## src/rclt_pkg.sv

```systemverilog
package rclt_pkg;

  // Default sizes of the slot table
  localparam int NUM_SLOTS_DEF = 16;
  localparam int KEY_BITS_DEF  = 32;
  localparam int REF_BITS_DEF  = 8;

  // Request operation codes
  localparam logic OP_ACQUIRE = 1'b0;
  localparam logic OP_RELEASE = 1'b1;

  // Result status codes
  localparam logic [2:0] ST_ACQ_EXISTING = 3'd0;
  localparam logic [2:0] ST_ACQ_NEW      = 3'd1;
  localparam logic [2:0] ST_FULL         = 3'd2;
  localparam logic [2:0] ST_OVERFLOW     = 3'd3;
  localparam logic [2:0] ST_RELEASED     = 3'd4;
  localparam logic [2:0] ST_FREED        = 3'd5;
  localparam logic [2:0] ST_NOT_FOUND    = 3'd6;

  typedef struct packed {
    logic        operation;
    logic [31:0] resource_key;
  } rclt_req_t;

  typedef struct packed {
    logic [2:0] status;
    logic [3:0] slot_index;
    logic [7:0] holder_count;
    logic [4:0] active_entries;
  } rclt_rsp_t;

endpackage

```

## src/rclt_front.sv

```systemverilog
module rclt_front #(
  parameter int KEY_BITS = rclt_pkg::KEY_BITS_DEF
) (
  input  logic                clk,
  input  logic                rst,
  input  logic                req_valid,
  output logic                req_stall,
  input  rclt_pkg::rclt_req_t req,
  output logic                cmd_push,
  output logic [KEY_BITS:0]   cmd_data,
  input  logic                cmd_ready
);

  logic              fr_valid;
  logic [KEY_BITS:0] fr_cmd;
  logic [63:0]       key_wide;

  // Key is the low KEY_BITS of the request key, zero-extended when wider
  assign key_wide = {32'b0, req.resource_key};

  assign req_stall = fr_valid && !cmd_ready;
  assign cmd_push  = fr_valid && cmd_ready;
  assign cmd_data  = fr_cmd;

  // Single holding stage in front of the command queue
  always_ff @(posedge clk) begin
    if (rst) begin
      fr_valid <= 1'b0;
    end else if (req_valid && !req_stall) begin
      fr_valid <= 1'b1;
    end else if (cmd_push) begin
      fr_valid <= 1'b0;
    end
  end

  always_ff @(posedge clk) begin
    if (req_valid && !req_stall) begin
      fr_cmd <= {req.operation, key_wide[KEY_BITS-1:0]};
    end
  end

endmodule

```

## src/rclt_queue.sv

```systemverilog
module rclt_queue #(
  parameter int WIDTH = rclt_pkg::KEY_BITS_DEF + 1
) (
  input  logic             clk,
  input  logic             rst,
  input  logic             push,
  input  logic [WIDTH-1:0] push_data,
  output logic             ready,
  output logic             valid,
  output logic [WIDTH-1:0] data,
  input  logic             pop
);

  localparam int DEPTH = 2;

  logic [WIDTH-1:0] entries [DEPTH];
  logic             wr_ptr;
  logic             rd_ptr;
  logic [1:0]       count;

  assign ready = (count != 2'(DEPTH));
  assign valid = (count != 2'd0);
  assign data  = entries[rd_ptr];

  // Pointers and fill level
  always_ff @(posedge clk) begin
    if (rst) begin
      wr_ptr <= 1'b0;
      rd_ptr <= 1'b0;
      count  <= 2'd0;
    end else begin
      if (push) begin
        wr_ptr <= !wr_ptr;
      end
      if (pop) begin
        rd_ptr <= !rd_ptr;
      end
      if (push && !pop) begin
        count <= count + 2'd1;
      end else if (pop && !push) begin
        count <= count - 2'd1;
      end
    end
  end

  always_ff @(posedge clk) begin
    if (push) begin
      entries[wr_ptr] <= push_data;
    end
  end

endmodule

```

## src/rclt_back.sv

```systemverilog
module rclt_back #(
  parameter int NUM_SLOTS = rclt_pkg::NUM_SLOTS_DEF,
  parameter int KEY_BITS  = rclt_pkg::KEY_BITS_DEF,
  parameter int REF_BITS  = rclt_pkg::REF_BITS_DEF
) (
  input  logic                clk,
  input  logic                rst,
  input  logic                cmd_valid,
  input  logic [KEY_BITS:0]   cmd_data,
  output logic                cmd_pop,
  output logic                rsp_valid,
  input  logic                rsp_stall,
  output rclt_pkg::rclt_rsp_t rsp
);

  localparam int SLOT_W = $clog2(NUM_SLOTS);
  localparam int LIVE_W = $clog2(NUM_SLOTS + 1);
  localparam logic [REF_BITS-1:0] REF_MAX  = {REF_BITS{1'b1}};
  localparam logic [REF_BITS-1:0] REF_ONE  = REF_BITS'(1);
  localparam logic [SLOT_W-1:0]   LAST_IDX = SLOT_W'(NUM_SLOTS - 1);

  localparam logic [1:0] S_IDLE   = 2'd0;
  localparam logic [1:0] S_SCAN   = 2'd1;
  localparam logic [1:0] S_DRAIN  = 2'd2;
  localparam logic [1:0] S_UPDATE = 2'd3;

  logic [1:0]          state;
  logic                cmd_op;
  logic [KEY_BITS-1:0] cmd_key;
  logic [SLOT_W-1:0]   scan_idx;
  logic                cmp_en;
  logic [SLOT_W-1:0]   cmp_idx;
  logic [KEY_BITS-1:0] key_rd;
  logic [REF_BITS-1:0] ref_rd;
  logic                hit_found;
  logic [SLOT_W-1:0]   hit_idx;
  logic [REF_BITS-1:0] hit_refs;
  logic                free_found;
  logic [SLOT_W-1:0]   free_idx;
  logic [NUM_SLOTS-1:0] slot_valid;
  logic [LIVE_W-1:0]   live_count;

  logic [KEY_BITS-1:0] key_mem [NUM_SLOTS];
  logic [REF_BITS-1:0] ref_mem [NUM_SLOTS];

  // Update decision
  logic [2:0]          status_next;
  logic [SLOT_W-1:0]   slot_next;
  logic [REF_BITS-1:0] refs_next;
  logic                wr_key_en;
  logic                wr_ref_en;
  logic                set_valid;
  logic                clr_valid;
  logic [LIVE_W-1:0]   live_next;
  logic                out_load;
  logic [SLOT_W+3:0]   slot_ext;
  logic [REF_BITS+7:0] refs_ext;
  logic [LIVE_W+4:0]   live_ext;

  assign cmd_pop  = (state == S_IDLE) && cmd_valid;
  assign out_load = (state == S_UPDATE) && (!rsp_valid || !rsp_stall);

  // Outcome of the command from the scan results
  always_comb begin
    status_next = rclt_pkg::ST_FULL;
    slot_next   = '0;
    refs_next   = '0;
    wr_key_en   = 1'b0;
    wr_ref_en   = 1'b0;
    set_valid   = 1'b0;
    clr_valid   = 1'b0;
    live_next   = live_count;
    if (cmd_op == rclt_pkg::OP_ACQUIRE) begin
      if (hit_found) begin
        slot_next = hit_idx;
        if (hit_refs == REF_MAX) begin
          status_next = rclt_pkg::ST_OVERFLOW;
          refs_next   = hit_refs;
        end else begin
          status_next = rclt_pkg::ST_ACQ_EXISTING;
          refs_next   = hit_refs + REF_ONE;
          wr_ref_en   = 1'b1;
        end
      end else if (free_found) begin
        status_next = rclt_pkg::ST_ACQ_NEW;
        slot_next   = free_idx;
        refs_next   = REF_ONE;
        wr_key_en   = 1'b1;
        wr_ref_en   = 1'b1;
        set_valid   = 1'b1;
        live_next   = live_count + LIVE_W'(1);
      end
    end else begin
      if (!hit_found) begin
        status_next = rclt_pkg::ST_NOT_FOUND;
      end else if (hit_refs <= REF_ONE) begin
        status_next = rclt_pkg::ST_FREED;
        slot_next   = hit_idx;
        wr_ref_en   = 1'b1;
        clr_valid   = 1'b1;
        if (live_count != '0) begin
          live_next = live_count - LIVE_W'(1);
        end
      end else begin
        status_next = rclt_pkg::ST_RELEASED;
        slot_next   = hit_idx;
        refs_next   = hit_refs - REF_ONE;
        wr_ref_en   = 1'b1;
      end
    end
  end

  // Result fields are the low bits of slot, count and live total
  assign slot_ext = {4'b0, slot_next};
  assign refs_ext = {8'b0, refs_next};
  assign live_ext = {5'b0, live_next};

  // Sequencer: take a command, scan all slots, then update
  always_ff @(posedge clk) begin
    if (rst) begin
      state  <= S_IDLE;
      cmp_en <= 1'b0;
    end else begin
      case (state)
        S_IDLE: begin
          if (cmd_valid) begin
            state <= S_SCAN;
          end
        end
        S_SCAN: begin
          cmp_en <= 1'b1;
          if (scan_idx == LAST_IDX) begin
            state <= S_DRAIN;
          end
        end
        S_DRAIN: begin
          cmp_en <= 1'b0;
          state  <= S_UPDATE;
        end
        S_UPDATE: begin
          if (out_load) begin
            state <= S_IDLE;
          end
        end
        default: begin
          state <= S_IDLE;
        end
      endcase
    end
  end

  // Command latch, scan index and match tracking
  always_ff @(posedge clk) begin
    if (cmd_pop) begin
      cmd_op     <= cmd_data[KEY_BITS];
      cmd_key    <= cmd_data[KEY_BITS-1:0];
      scan_idx   <= '0;
      hit_found  <= 1'b0;
      free_found <= 1'b0;
    end else begin
      if (state == S_SCAN) begin
        scan_idx <= scan_idx + SLOT_W'(1);
      end
      if (cmp_en) begin
        if (slot_valid[cmp_idx]) begin
          if (!hit_found && key_rd == cmd_key) begin
            hit_found <= 1'b1;
            hit_idx   <= cmp_idx;
            hit_refs  <= ref_rd;
          end
        end else if (!free_found) begin
          free_found <= 1'b1;
          free_idx   <= cmp_idx;
        end
      end
    end
  end

  // Key and count memories: one read port for the scan, one write port
  always_ff @(posedge clk) begin
    key_rd  <= key_mem[scan_idx];
    ref_rd  <= ref_mem[scan_idx];
    cmp_idx <= scan_idx;
    if (out_load && wr_key_en) begin
      key_mem[slot_next] <= cmd_key;
    end
    if (out_load && wr_ref_en) begin
      ref_mem[slot_next] <= refs_next;
    end
  end

  // Valid bits and live total
  always_ff @(posedge clk) begin
    if (rst) begin
      slot_valid <= '0;
      live_count <= '0;
    end else if (out_load) begin
      if (set_valid) begin
        slot_valid[slot_next] <= 1'b1;
      end
      if (clr_valid) begin
        slot_valid[slot_next] <= 1'b0;
      end
      live_count <= live_next;
    end
  end

  // Output register
  always_ff @(posedge clk) begin
    if (rst) begin
      rsp_valid <= 1'b0;
    end else if (out_load) begin
      rsp_valid <= 1'b1;
    end else if (!rsp_stall) begin
      rsp_valid <= 1'b0;
    end
  end

  always_ff @(posedge clk) begin
    if (out_load) begin
      rsp.status         <= status_next;
      rsp.slot_index     <= slot_ext[3:0];
      rsp.holder_count   <= refs_ext[7:0];
      rsp.active_entries <= live_ext[4:0];
    end
  end

`ifndef ASSERT_OFF
  a_live_matches_valid: assert property (@(posedge clk) disable iff (rst)
    $countones(slot_valid) == int'(live_count))
    else $error("live total differs from number of valid slots");

  a_new_grows: assert property (@(posedge clk) disable iff (rst)
    out_load && status_next == rclt_pkg::ST_ACQ_NEW
      |=> live_count == $past(live_count) + LIVE_W'(1))
    else $error("new entry did not raise live total");

  a_freed_shrinks: assert property (@(posedge clk) disable iff (rst)
    out_load && status_next == rclt_pkg::ST_FREED
      |=> live_count == $past(live_count) - LIVE_W'(1))
    else $error("freed entry did not lower live total");

  a_pop_starts_scan: assert property (@(posedge clk) disable iff (rst)
    cmd_pop |=> state == S_SCAN && scan_idx == '0 && !hit_found && !free_found)
    else $error("scan did not start cleanly");
`endif

endmodule

```

## src/refcounted_lock_table.sv

```systemverilog
// Channel | Handshake            | Payload | Direction
// req     | req_valid, req_stall | req     | in  (operation, resource_key)
// rsp     | rsp_valid, rsp_stall | rsp     | out (status, slot, count, live)
//
// Each request passes through the back end in order: it is taken from the
// queue, every slot is scanned through the key and count memories, a drain
// step covers the last registered read, and the update writes the result.
// The front stage and a two-entry queue take further requests during a scan.
// Reset (rst, synchronous) clears all valid bits and the live total at once.
// A stalled result holds the update until the output register frees.
module refcounted_lock_table #(
  parameter int NUM_SLOTS = rclt_pkg::NUM_SLOTS_DEF,
  parameter int KEY_BITS  = rclt_pkg::KEY_BITS_DEF,
  parameter int REF_BITS  = rclt_pkg::REF_BITS_DEF
) (
  input  logic                clk,
  input  logic                rst,
  input  logic                req_valid,
  output logic                req_stall,
  input  rclt_pkg::rclt_req_t req,
  output logic                rsp_valid,
  input  logic                rsp_stall,
  output rclt_pkg::rclt_rsp_t rsp
);

  logic              cmd_push;
  logic [KEY_BITS:0] cmd_in;
  logic              cmd_ready;
  logic              cmd_valid;
  logic [KEY_BITS:0] cmd_out;
  logic              cmd_pop;

  rclt_front #(
    .KEY_BITS (KEY_BITS)
  ) u_front (
    .clk       (clk),
    .rst       (rst),
    .req_valid (req_valid),
    .req_stall (req_stall),
    .req       (req),
    .cmd_push  (cmd_push),
    .cmd_data  (cmd_in),
    .cmd_ready (cmd_ready)
  );

  rclt_queue #(
    .WIDTH (KEY_BITS + 1)
  ) u_queue (
    .clk       (clk),
    .rst       (rst),
    .push      (cmd_push),
    .push_data (cmd_in),
    .ready     (cmd_ready),
    .valid     (cmd_valid),
    .data      (cmd_out),
    .pop       (cmd_pop)
  );

  rclt_back #(
    .NUM_SLOTS (NUM_SLOTS),
    .KEY_BITS  (KEY_BITS),
    .REF_BITS  (REF_BITS)
  ) u_back (
    .clk       (clk),
    .rst       (rst),
    .cmd_valid (cmd_valid),
    .cmd_data  (cmd_out),
    .cmd_pop   (cmd_pop),
    .rsp_valid (rsp_valid),
    .rsp_stall (rsp_stall),
    .rsp       (rsp)
  );

endmodule
```

## config.mk

```make
export PLATFORM = sky130hd
export DESIGN_NAME = refcounted_lock_table
export DESIGN_NICKNAME = d
export VERILOG_FILES = /design/src/rclt_pkg.sv /design/src/rclt_front.sv /design/src/rclt_queue.sv /design/src/rclt_back.sv /design/src/refcounted_lock_table.sv
export SDC_FILE = /design/constraint.sdc
export NUM_CORES = 1
export LEC_CHECK = 0
export BUFFER_PORTS_ARGS = -buffer_cell sky130_fd_sc_hd__buf_2
export CAP_MARGIN = 40
export CORE_ASPECT_RATIO = 1.2
export CORE_MARGIN = 1.5
export CORE_UTILIZATION = 25
export CTS_CLUSTER_SIZE = 40
export DETAILED_ROUTE_END_ITERATION = 8
export RECOVER_POWER = 50
export SETUP_SLACK_MARGIN = 0.4
export SYNTH_ARGS = -nofsm -noshare
export SYNTH_HDL_FRONTEND = slang
export SYNTH_SLANG_ARGS = --single-unit
```

## constraint.sdc

```tcl
create_clock -name clk -period 8.02 [get_ports clk]
set_input_delay 1.604 -clock clk [delete_from_list [all_inputs] [get_ports clk]]
set_output_delay 1.604 -clock clk [all_outputs]
set_load 0.03 [all_outputs]
```

==> out/metrics.csv <==
stage,metric,value,unit
outcome,status,"complete, but fails checks",
outcome,violations,"capacitance limit, slew limit",
synth,synth_top_area_share,73.1,%
critical_path,cp_max_fo,51,
floorplan,die_x,336,µm
layout,fin_cells,3494,
synth,yosysTopAreaCell,edfxtp_1,
synth,synth_flop_cell,edfxtp_1,
clocking,cts_max_level,3,
global_route,use_met1,14.4,%
pwr,power_density,311,nW/µm²
clocking,cts-resized-gates,0,
synth,synthTopCellsByArea,"edfxtp_1 (73%), mux4_2 (14%), dfxtp_1 (4.8%), mux2_2 (1.2%), xor2_1 (0.92%)",
synth,avgSynthCellArea,22.0,µm²
route,via_count,15000,
clocking,post_cts_buffers,0,
synth,synth_warnings,0,
synth,syn_inst,1511,
pwr,peakVddDrop,0.170,mV
critical_path,crit_chain,clkbuf_1 > ha_1 > nand3_1 > a21oi_1 > nor2_1 > a211oi_1,
floorplan,fp.coreArea,132000,µm²
hold_path,min-delay-start,u_back.ref_rd[2],
synth,synthesis.area,33200,µm²
global_route,busiest_layer,met2,
sta,rsz0062_at_grt,no,
sta,tns,0,ns
critical_path,r2r-end,u_back.state[0],
route,dr.pass1.iters,5,
critical_path,slowest_delay,2.27,ns
clocking,cts_buffer_depth,3,
route,drtIter0Drc,1323,
layout,drive_gt1_share,27.8,%
layout,nets,1697,
synth,synth_cell_types,56,
sta,fin_ws,3.45,ns
clocking,cts.clk_slew.worst_paths,0.06,ns
job,cap_violations,8,
floorplan,initial_utilization,25.2,%
clocking,cts_made_buffers,87,
pwr,p_total,12.1,mW
critical_path,critical_path_class,flip-flop to flip-flop,
floorplan,rows,146,
route,drc,0,
route,ant_nets,0,
place,post-place-ws,3.60,ns
global_route,grt_pass1_wl,103,mm
sta,fin_worst_skew,0.0274,ns
floorplan,io_pins,59,
critical_path,r2r_cells,6,
hold_path,holdPathEnd,u_back.hit_refs[2],
synth,synth_edf_count,808,
sta,tightest_slew,3.14,ns
floorplan,die_area,135000,µm²
synth,synthArstFlopShare,0,%
place,place_congestion,0.767,
global_route,grt_pass1_vias,15700,
global_route,grt_max_degree,107,
synth,synth_seq_area_share,77.9,%
clocking,clk-insertion-delay-late,0.64,ns
global_route,antenna_found_initial,8,
floorplan,die_h,402,µm
sta,slew_headroom,-109,%
sta,max_freq,0.219,GHz
clocking,cts_hold_buf,0,
critical_path,worstPathArrival,5.11,ns
layout,syn_to_final_growth,17.4,%
route,routed_wl,68.7,mm
critical_path,timing.critical_path.required,8.56,ns
sta,finalSetupViolations,0,
global_route,gr-usage-met2,15.6,%
route,wl_per_cell,19.7,µm
hold_path,min_path_type,flip-flop to flip-flop,
critical_path,rrSetupSlack,3.45,ns
global_route,grt_use_total,10.2,%
clocking,cts_tree,built,
place,io_buffers,58,
sta,fin_crit_sh,57.0,%
clocking,cts-root-buf,clkbuf_16,
route,vias_per_cell,4.30,
place,place_inst,3336,
critical_path,critical_path.slowest_cell,clkbuf_1,
synth,synth-seq-cells,888,
synth,synth_nets,1559,
critical_path,worst_setup_path_end_kind,flip-flop,
sta,finalHoldViolCount,0,
critical_path,r2r_start,u_back.scan_idx[1],
hold_path,hold_depth,0,
sta,slew_viol_final,299,
sta,min_period,4.57,ns
global_route,grt_util_met3,2.43,%
pwr,p_leak,11.8,nW
global_route,grt_overflow,0,
place,hpwl,45.0,mm
clocking,clkSinkCount,888,
critical_path,cp-start-kind,flip-flop,
## per-stage QoR
step	hold WS, ns	cell area, µm²	util [%]
detailed placement	0.397	36300	27.5
global route	0.424	39000	29.5
CTS	0.412	39100	29.7
finish	0.412	39000	29.5
global placement	0.393	35900	27.2
floorplan	0.329	33200	-
## state kept, by name (all words and copies together), names as in the netlist, 4 cells and up
register	flops
u_back.ref_rd	8
u_back.live_count	5
u_back.hit_refs	8
u_back.ref_mem	128
u_back.slot_valid	16
u_back.cmd_key	32
u_front.cmd_data	33
u_back.key_mem	512
u_back.hit_idx	4
u_back.free_idx	4
u_back.key_rd	32
u_back.scan_idx	4
u_back.cmp_idx	4
u_queue.entries	66
u_back.rsp	20
## report_power, final
group	internal, mW	switching [mW]
Clock	2.34	1.69
Sequential	5.68	0.333
Combinational	0.946	1.14
Total	8.96	3.16
## cell usage after synthesis, types with 11 or more instances
library cell,number
a21oi_1,13
buf_2,13
clkbuf_1,45
dfxtp_1,80
edfxtp_1,808
ha_1,11
inv_1,16
mux2_2,34
mux4_2,202
nand2_1,23
nand4_1,23
nor2_1,66
o221a_2,16
xor2_1,35
## final cells by class
cell class	count	area [µm²]
antenna	1	2.50
clock inverter	51	513
timing repair buffer	115	891
fill	12800	92900
tap	1776	2220
sequential	888	25900
multi-input combinational	537	7090
inverter	20	75.1
clock buffer	106	2300
## metal layers
metal  wire length [µm]  up-vias  part of all wire (%)
li1                   -     6558                     -
met1              31000     7921                    45
met2              31600      420                    46
met3               4450      124                   6.5
met4               1580       14                   2.3
met5                 99        -                  0.14
## worst max-delay path: cells and delay by family, from the launching register on
family | cells | cell delay [ns]
buffers and inverters | 1 | 2.27
flip-flops | 1 | 0.86
AO/OA/AOI/OAI | 2 | 0.67
adder cells (fa/ha/maj) | 1 | 0.47
AND/OR/NAND/NOR | 2 | 0.20
## layout by cell type, fill, tap and decap left out, types with 20 or more instances in the layout
| master | count |
|---|---|
| edfxtp_1 | 808 |
| mux4_2 | 202 |
| clkbuf_16 | 88 |
| dfxtp_1 | 79 |
| clkbuf_1 | 59 |
| nor2_1 | 49 |
| buf_2 | 42 |
| xor2_1 | 35 |
| mux2_2 | 30 |
| nand2_1 | 23 |
| nand4_1 | 23 |
| clkinv_2 | 20 |
## worst max-delay path by stage
stage	startpoint	endpoint	cells past startpoint
after global routing	u_back.scan_idx[1]	u_back.state[0]	6
after global placement	rsp_stall	u_back.key_mem[11][24]	7
final	u_back.scan_idx[1]	u_back.state[0]	6
after CTS	rsp_stall	u_back.key_mem[13][13]	8
after floorplan	rsp_stall	u_back.slot_valid[10]	7
after detailed placement	rsp_stall	u_back.key_mem[15][28]	8
## cells by family after synthesis
| group | synth area share [%] |
|---|---|
| AO/OA/AOI/OAI | 1.73 |
| XOR/XNOR | 1.19 |
| adder cells (fa/ha/maj) | 0.415 |
| buffers and inverters | 1.05 |
| flip-flops | 77.9 |
| multiplexers | 15.1 |
| AND/OR/NAND/NOR | 2.57 |
No activity file was read; power rests on OpenSTA's default activity.
